**src/hdl/tdac_pkg.sv**
```systemverilog
`timescale 1ns / 1ps
// ----------------------------------------------------------------------------
// Time-of-day alarm clock package
// Shared constants, register indexes and the result word type.
// ----------------------------------------------------------------------------
package tdac_pkg;

  // Prescaler: fast ticks per second and the counter width that holds them.
  localparam int unsigned TICKS_PER_SECOND = 100;
  localparam int unsigned PRESC_W          = $clog2(TICKS_PER_SECOND);

  // Field widths.
  localparam int unsigned SEC_W   = 6;
  localparam int unsigned MIN_W   = 6;
  localparam int unsigned HOUR_W  = 5;
  localparam int unsigned WDAY_W  = 3;
  localparam int unsigned NUM_ALARMS = 3;
  localparam int unsigned ALARM_W    = 20;
  localparam int unsigned CFG_IDX_W  = 2;
  localparam int unsigned DAYS_W     = 7;

  // Time limits.
  localparam logic [SEC_W-1:0]  SEC_MAX  = SEC_W'(59);
  localparam logic [MIN_W-1:0]  MIN_MAX  = MIN_W'(59);
  localparam logic [HOUR_W-1:0] HOUR_MAX = HOUR_W'(23);
  localparam logic [WDAY_W-1:0] WDAY_MIN = WDAY_W'(1);
  localparam logic [WDAY_W-1:0] WDAY_MAX = WDAY_W'(7);

  // Alarm word packing.
  localparam int unsigned AL_EN_BIT   = 19;
  localparam int unsigned AL_PWR_BIT  = 18;
  localparam int unsigned AL_DAYS_LSB = 11;
  localparam int unsigned AL_HOUR_LSB = 6;
  localparam int unsigned AL_MIN_LSB  = 0;

  // Request kinds.
  localparam logic REQ_TICK = 1'b0;
  localparam logic REQ_SET  = 1'b1;

  // Configuration register indexes.
  localparam logic [CFG_IDX_W-1:0] CFG_ALARM0 = CFG_IDX_W'(0);
  localparam logic [CFG_IDX_W-1:0] CFG_ALARM1 = CFG_IDX_W'(1);
  localparam logic [CFG_IDX_W-1:0] CFG_ALARM2 = CFG_IDX_W'(2);

  // One result word.
  typedef struct packed {
    logic [SEC_W-1:0]      second;
    logic [MIN_W-1:0]      minute;
    logic [HOUR_W-1:0]     hour;
    logic [WDAY_W-1:0]     weekday;
    logic [NUM_ALARMS-1:0] fired;
    logic                  power;
  } result_t;

endpackage

```
**src/hdl/time_of_day_alarm_clock_top.sv**
```systemverilog
`timescale 1ns / 1ps
// ----------------------------------------------------------------------------
// Time-of-day alarm clock with three weekly alarms
// Counts prescaler ticks into seconds, minutes, hours and weekday, matches
// three alarms at the top of each minute and tracks the device power state.
// ----------------------------------------------------------------------------
// Usage:
//   Input channel (in_valid_i / in_stall_o) carries one word per fast tick or
//   per time-set request. Output channel (out_valid_o / out_stall_i) returns
//   one word per input word: the time after it, the alarms that fired on it
//   and the resulting power state.
//   An accepted word's result is registered in the output register, or in the
//   skid register while the output register is full and stalled. The block
//   takes one word per cycle while in_stall_o is low; the time update and the
//   three alarm compares are a single pass of logic on the state registers.
//   A two-entry output stage (output register plus skid register) lets the
//   block take one more word while a result waits. in_stall_o is high while
//   the skid register holds a word, which happens only after the receiver has
//   stalled with the output register full; it drops at the edge at which the
//   receiver takes the output word.
//   Reset clears the time to Monday 00:00:00, the prescaler to zero, the
//   power to off and all alarm words to zero, and empties the output stage.
//   Alarm words are written through cfg_we_i / cfg_idx_i / cfg_wdata_i, by
//   the user only while the block is idle (unenforced); index 3 is ignored.
// ----------------------------------------------------------------------------
module time_of_day_alarm_clock_top (
  input  logic                           clk_i,
  input  logic                           rst_ni,
  // Configuration
  input  logic                           cfg_we_i,
  input  logic [tdac_pkg::CFG_IDX_W-1:0] cfg_idx_i,
  input  logic [tdac_pkg::ALARM_W-1:0]   cfg_wdata_i,
  // Input channel
  input  logic                           in_valid_i,
  output logic                           in_stall_o,
  input  logic                           req_type_i,
  input  logic [tdac_pkg::SEC_W-1:0]     set_second_i,
  input  logic [tdac_pkg::MIN_W-1:0]     set_minute_i,
  input  logic [tdac_pkg::HOUR_W-1:0]    set_hour_i,
  input  logic [tdac_pkg::WDAY_W-1:0]    set_weekday_i,
  // Output channel
  output logic                           out_valid_o,
  input  logic                           out_stall_i,
  output logic [tdac_pkg::SEC_W-1:0]     now_second_o,
  output logic [tdac_pkg::MIN_W-1:0]     now_minute_o,
  output logic [tdac_pkg::HOUR_W-1:0]    now_hour_o,
  output logic [tdac_pkg::WDAY_W-1:0]    now_weekday_o,
  output logic [tdac_pkg::NUM_ALARMS-1:0] fired_mask_o,
  output logic                           power_state_o
);
  import tdac_pkg::*;

  // State registers.
  logic [PRESC_W-1:0]  presc_q, presc_d;
  logic [SEC_W-1:0]    sec_q, sec_d;
  logic [MIN_W-1:0]    min_q, min_d;
  logic [HOUR_W-1:0]   hour_q, hour_d;
  logic [WDAY_W-1:0]   wday_q, wday_d;
  logic                power_q, power_d;
  logic [ALARM_W-1:0]  alarm_q [NUM_ALARMS];

  // Output stage.
  result_t             out_q, skid_q, res_d;
  logic                out_valid_q, skid_valid_q;

  logic                in_acc;
  logic                out_ready;
  logic [NUM_ALARMS-1:0] fired;
  logic [DAYS_W-1:0]   al_days;
  logic [HOUR_W-1:0]   al_hour;
  logic [MIN_W-1:0]    al_min;
  logic                day_ok;

  assign in_stall_o = skid_valid_q;
  assign in_acc     = in_valid_i && !in_stall_o;
  assign out_ready  = !out_valid_q || !out_stall_i;

  // Alarm word registers.
  always_ff @(posedge clk_i or negedge rst_ni) begin
    if (!rst_ni) begin
      for (int i = 0; i < NUM_ALARMS; i++) begin
        alarm_q[i] <= '0;
      end
    end else if (cfg_we_i) begin
      unique case (cfg_idx_i)
        CFG_ALARM0: alarm_q[0] <= cfg_wdata_i;
        CFG_ALARM1: alarm_q[1] <= cfg_wdata_i;
        CFG_ALARM2: alarm_q[2] <= cfg_wdata_i;
        default: ;
      endcase
    end
  end

  // Next time, alarm match and power for the word being accepted.
  always_comb begin
    presc_d = presc_q;
    sec_d   = sec_q;
    min_d   = min_q;
    hour_d  = hour_q;
    wday_d  = wday_q;
    power_d = power_q;
    fired   = '0;
    al_days = '0;
    al_hour = '0;
    al_min  = '0;
    day_ok  = 1'b0;
    if (req_type_i == REQ_SET) begin
      // Load the requested time, clipped to the legal ranges.
      sec_d  = (set_second_i > SEC_MAX) ? SEC_MAX : set_second_i;
      min_d  = (set_minute_i > MIN_MAX) ? MIN_MAX : set_minute_i;
      hour_d = (set_hour_i > HOUR_MAX) ? HOUR_MAX : set_hour_i;
      wday_d = (set_weekday_i == '0) ? WDAY_MIN : set_weekday_i;
    end else if (presc_q == PRESC_W'(TICKS_PER_SECOND - 1)) begin
      // A full second has passed: step the time.
      presc_d = '0;
      if (sec_q == SEC_MAX) begin
        sec_d = '0;
        if (min_q == MIN_MAX) begin
          min_d = '0;
          if (hour_q == HOUR_MAX) begin
            hour_d = '0;
            wday_d = (wday_q == WDAY_MAX) ? WDAY_MIN : wday_q + WDAY_W'(1);
          end else begin
            hour_d = hour_q + HOUR_W'(1);
          end
        end else begin
          min_d = min_q + MIN_W'(1);
        end
        // Alarms are matched at the top of the minute; the highest fired one
        // sets the power.
        for (int i = 0; i < NUM_ALARMS; i++) begin
          al_days = alarm_q[i][AL_DAYS_LSB +: DAYS_W];
          al_hour = alarm_q[i][AL_HOUR_LSB +: HOUR_W];
          al_min  = alarm_q[i][AL_MIN_LSB +: MIN_W];
          day_ok  = (al_days == '0) || al_days[wday_d - WDAY_W'(1)];
          if (alarm_q[i][AL_EN_BIT] && day_ok && al_hour == hour_d && al_min == min_d) begin
            fired[i] = 1'b1;
            power_d  = alarm_q[i][AL_PWR_BIT];
          end
        end
      end else begin
        sec_d = sec_q + SEC_W'(1);
      end
    end else begin
      presc_d = presc_q + PRESC_W'(1);
    end
    res_d = '{second: sec_d, minute: min_d, hour: hour_d, weekday: wday_d,
              fired: fired, power: power_d};
  end

  // Time state, updated on every accepted word.
  always_ff @(posedge clk_i or negedge rst_ni) begin
    if (!rst_ni) begin
      presc_q <= '0;
      sec_q   <= '0;
      min_q   <= '0;
      hour_q  <= '0;
      wday_q  <= WDAY_MIN;
      power_q <= 1'b0;
    end else if (in_acc) begin
      presc_q <= presc_d;
      sec_q   <= sec_d;
      min_q   <= min_d;
      hour_q  <= hour_d;
      wday_q  <= wday_d;
      power_q <= power_d;
    end
  end

  // Output stage control: the skid entry drains first, then new words.
  always_ff @(posedge clk_i or negedge rst_ni) begin
    if (!rst_ni) begin
      out_valid_q  <= 1'b0;
      skid_valid_q <= 1'b0;
    end else if (skid_valid_q) begin
      if (!out_stall_i) begin
        skid_valid_q <= 1'b0;
      end
    end else if (in_acc) begin
      if (out_ready) begin
        out_valid_q <= 1'b1;
      end else begin
        skid_valid_q <= 1'b1;
      end
    end else if (!out_stall_i) begin
      out_valid_q <= 1'b0;
    end
  end

  // Output stage payload.
  always_ff @(posedge clk_i) begin
    if (skid_valid_q) begin
      if (!out_stall_i) begin
        out_q <= skid_q;
      end
    end else if (in_acc) begin
      if (out_ready) begin
        out_q <= res_d;
      end else begin
        skid_q <= res_d;
      end
    end
  end

  assign out_valid_o   = out_valid_q;
  assign now_second_o  = out_q.second;
  assign now_minute_o  = out_q.minute;
  assign now_hour_o    = out_q.hour;
  assign now_weekday_o = out_q.weekday;
  assign fired_mask_o  = out_q.fired;
  assign power_state_o = out_q.power;

  // The skid entry is only ever filled behind a waiting output word.
  assert property (@(posedge clk_i) disable iff (!rst_ni) skid_valid_q |-> out_valid_q)
    else $error("skid entry full while output register empty");

  // Alarms only fire on a result at second zero.
  assert property (@(posedge clk_i) disable iff (!rst_ni)
                   (out_valid_q && fired_mask_o != '0) |-> now_second_o == '0)
    else $error("alarm fired away from the top of the minute");

  // The held time stays within its legal ranges.
  assert property (@(posedge clk_i) disable iff (!rst_ni)
                   sec_q <= SEC_MAX && min_q <= MIN_MAX && hour_q <= HOUR_MAX &&
                   wday_q != '0)
    else $error("time state out of range");

  // A set request never reports a fired alarm.
  assert property (@(posedge clk_i) disable iff (!rst_ni)
                   (in_acc && out_ready && !skid_valid_q && req_type_i == REQ_SET)
                   |=> out_q.fired == '0)
    else $error("alarm reported on a time-set word");

endmodule
```
**config.mk**
```make
export PLATFORM = sky130hd
export DESIGN_NAME = time_of_day_alarm_clock_top
export DESIGN_NICKNAME = d
export VERILOG_FILES = /design/src/hdl/tdac_pkg.sv /design/src/hdl/time_of_day_alarm_clock_top.sv
export SDC_FILE = /design/constraint.sdc
export NUM_CORES = 1
export LEC_CHECK = 0
export ABC_AREA = 1
export BUFFER_PORTS_ARGS = -buffer_cell sky130_fd_sc_hd__buf_2
export CAP_MARGIN = 20
export CORE_MARGIN = 8
export CORE_UTILIZATION = 64
export CTS_CLUSTER_DIAMETER = 100
export DETAILED_ROUTE_END_ITERATION = 10
export PLACE_DENSITY = 0.95
export REMOVE_ABC_BUFFERS = 1
export SLEW_MARGIN = 20
export SYNTH_ARGS = -nofsm -noshare
export SYNTH_HDL_FRONTEND = slang
export SYNTH_SLANG_ARGS = --single-unit
export TNS_END_PERCENT = 20
```
**constraint.sdc**
```tcl
create_clock -name clk_i -period 8.65 [get_ports clk_i]
set_clock_uncertainty 0.15 [all_clocks]
set_input_delay 1.73 -clock clk_i [delete_from_list [all_inputs] [get_ports clk_i]]
set_output_delay 1.73 -clock clk_i [all_outputs]
set_load 0.03 [all_outputs]
```
==> run summary <==
post-route insts no fill: 1079
post-route ant nets: 0
Max Cap Violations: 0
vias in the first global route: 6252
PwrDens: 267 nW/um^2
initial core utilization: 65.6%
Slew Viols, Final: 0
WP data required: 8.79 ns
clock insertion delay at the later pin of the skew report: 0.54 ns
filler instances: 707
PortBufs: 73
outcome: completed
Syn. warnings: 0
critical path's most frequent cell: nand2_1
FF+latch count, synth: 138
FF/Latch Area: 3690 um^2
layout cell share with drive strength beyond 1: 15.7%
Total Power: 2.19 mW
RSZ-0062 raised after global routing: no
P&R area growth vs syn: 15.2%
Worst Setup Start Kind: register
crit path launch: min_q[0]$_DFFE_PN0P_
Top Ports: 74
syn_area_per_cell: 8.27 um^2
Max Fclk: 0.286 GHz
die area: 14700 um^2
multi-input logic area: 2930 um^2
RR Startpoint: min_q[0]$_DFFE_PN0P_
Post-CTS Repair Setup Buffers: 0
root buffer cell: clkbuf_8
WL/cell: 17.6 um
largest net degree at the start of global routing: 61
clk buf depth: 2
most common cell after layout, fill and taps aside: nand2_1
All-Layer GR Usage: 25.9%
final wirelength: 19000 um
final core occ: 75.5%
Worst path max stage delay: 0.50 ns
diode count: 0
capturing element type of the critical path: register
First-pass DRT Iterations: 6
cts hold-fix bufs: 0
FP Rows: 38
register area share after synthesis: 52.0%
endpoints failing hold: 0
CTS buffer count: 17
Synth cell types: 47
total global routing overflow: 0
vias: 6447
HP Class: reg -> reg
Final min period: 3.50 ns
kind of critical path: reg -> reg
H-tree levels: 4
crit-path cells: ha_1, nand3_2, nor2_8, nand2_4, nand2_1, nand2_1, nor2_1, nand2_1, nand2_2, inv_1, nand2_1, nand3_1, nand2_1, nand2_1, nand3_1, nand2_1, nand2_1, nand2_2, nand2_1, nand2_1
Iter 0 DRT Violations: 875
Setup TNS: 0 ns
Final setup viols: 0
GP Congestion: 0.904
Cell Area, Synth: 7110 um^2
die span in y: 121 um
Nets: 980
first-pass GRT wire length: 30500 um
initial antenna violation count: 0
most frequent cells in the layout: nand2_1 (314), o21ai_0 (92), dfrtp_1 (89)
Slew headroom: 28.7%
Mapped Cells: 859
Remaining DRCs: 0
clock edge transition at the registers on the reported setup and hold paths: 0.06 ns
core box area: 10800 um^2
clk sinks: 138
cell total after placement: 1047
Vias/cell: 5.97
Peak VDD IR: 0.173 mV
slowest cell on the critical path: dfrtp_1
final worst-path cycle share: 40.4%
CTS tree: built
beginning of the worst hold path: alarm_q[18]$_DFFE_PN0P_
LEAKAGE: 4.02 nW
Die Wd: 121 um
Worst Path Arrival: 3.64 ns
Least-Margin Pin Slew: 1.07 ns
PostCTS Resize Cnt: 0
Max FO, Critical Path: 15
DPL Wire Length: 11800 um
cell families (layout without fill, tap and decap cells):
logic type | count (synthesis) | after routing | share of synthesized area (%)
fa+ha+maj | 6 | 6 | 1.06
simple gates | 456 | 456 | 28.0
xor+xnor | 9 | 9 | 1.32
flops | 138 | 138 | 52.0
mux | 3 | 3 | 0.475
compound gates | 128 | 128 | 10.2
buf+inv | 119 | 199 | 6.94
state kept, by name, summed over array words and instances, names as in the netlist:
name,count
skid_q,24
now_weekday_o,3
presc_q,7
in_stall_o,1
power_q,1
sec_q,6
now_hour_o,5
fired_mask_o,3
alarm_q,60
now_minute_o,6
hour_q,5
wday_q,3
out_valid_o,1
now_second_o,6
power_state_o,1
min_q,6
metal layers:
layer	routed length, um	share of wire, %	GRT usage [%]	up-vias
met4	694	3.7	12.4	0
met5	0	0	0	-
met3	1940	10	6.19	88
met1	7390	39	31.7	2955
met2	8990	47	42.5	455
li1	-	-	-	2949
critical path, delay by kind of cell (launching register included):
kind | cells | cell delay (ns)
fa+ha+maj | 1 | 0.33
flops | 1 | 0.50
simple gates | 18 | 2.18
buf+inv | 1 | 0.08
final cells by class:
cell class	instances	share of cell area, %
Inverter	87	4.02
Clock buffer	20	5.44
Tap cell	140	2.14
Sequential cell	138	45.1
Timing Repair Buffer	80	5.14
Multi-Input combinational cell	602	35.7
Clock inverter	12	2.38
path summary, 6_finish.rpt:
| path | end | cells past startpoint | slack, ns |
|---|---|---|---|
| max | power_state_o$_DFFE_PP_ | 20 | 5.15 |
| min | alarm_q[18]$_DFFE_PN0P_ | 2 | 0.33 |
| max reg2reg | power_state_o$_DFFE_PP_ | 20 | 5.15 |
| min reg2reg | alarm_q[18]$_DFFE_PN0P_ | 2 | 0.33 |
| max in group asynchronous | alarm_q[18]$_DFFE_PN0P_ | 2 | 6.27 |
| min in group asynchronous | alarm_q[39]$_DFFE_PN0P_ | 1 | 0.98 |
per-stage QoR:
stage                     hold WS (ns)  setup slack, ns  instance area, um^2
after global routing             0.367             4.90                 8190
after floorplan                  0.294             4.33                 6940
after CTS                        0.329             5.23                 8190
after global placement           0.309             5.02                 7550
after detailed placement         0.315             4.85                 7550
final                            0.328             5.15                 8190
power by group:
part	internal [mW]	leakage [nW]	switching [mW]
clock	0.512	0.307	0.278
combinational	0.162	2.14	0.349
sequential	0.797	1.57	0.0917
total	1.47	4.02	0.719
synth_stat cells, drive strengths merged:
cell | instances | area [um^2]
nand4 | 13 | 81.3
nand3b | 8 | 60.1
nor3 | 8 | 45.0
nand3 | 43 | 243
o22ai | 2 | 12.5
dfstp | 1 | 26.3
a32o | 3 | 30.0
edfxtp | 48 | 1440
and3 | 1 | 6.26
a21oi | 10 | 50.1
clkbuf | 20 | 75.1
xnor2 | 4 | 35.0
nor2 | 47 | 205
o21ai | 94 | 474
ha | 6 | 75.1
o221ai | 14 | 123
mux2 | 3 | 33.8
a31oi | 1 | 6.26
xor2 | 5 | 58.8
inv | 86 | 325
nor4 | 4 | 25.0
clkinv | 1 | 3.75
nand2 | 330 | 1310
o21a | 1 | 7.51
or2 | 2 | 12.5
dfrtp | 89 | 2230
buf | 12 | 88.8
a22oi | 2 | 15.0
a21boi | 1 | 7.51
No activity file was read; power rests on OpenSTA's default activity.
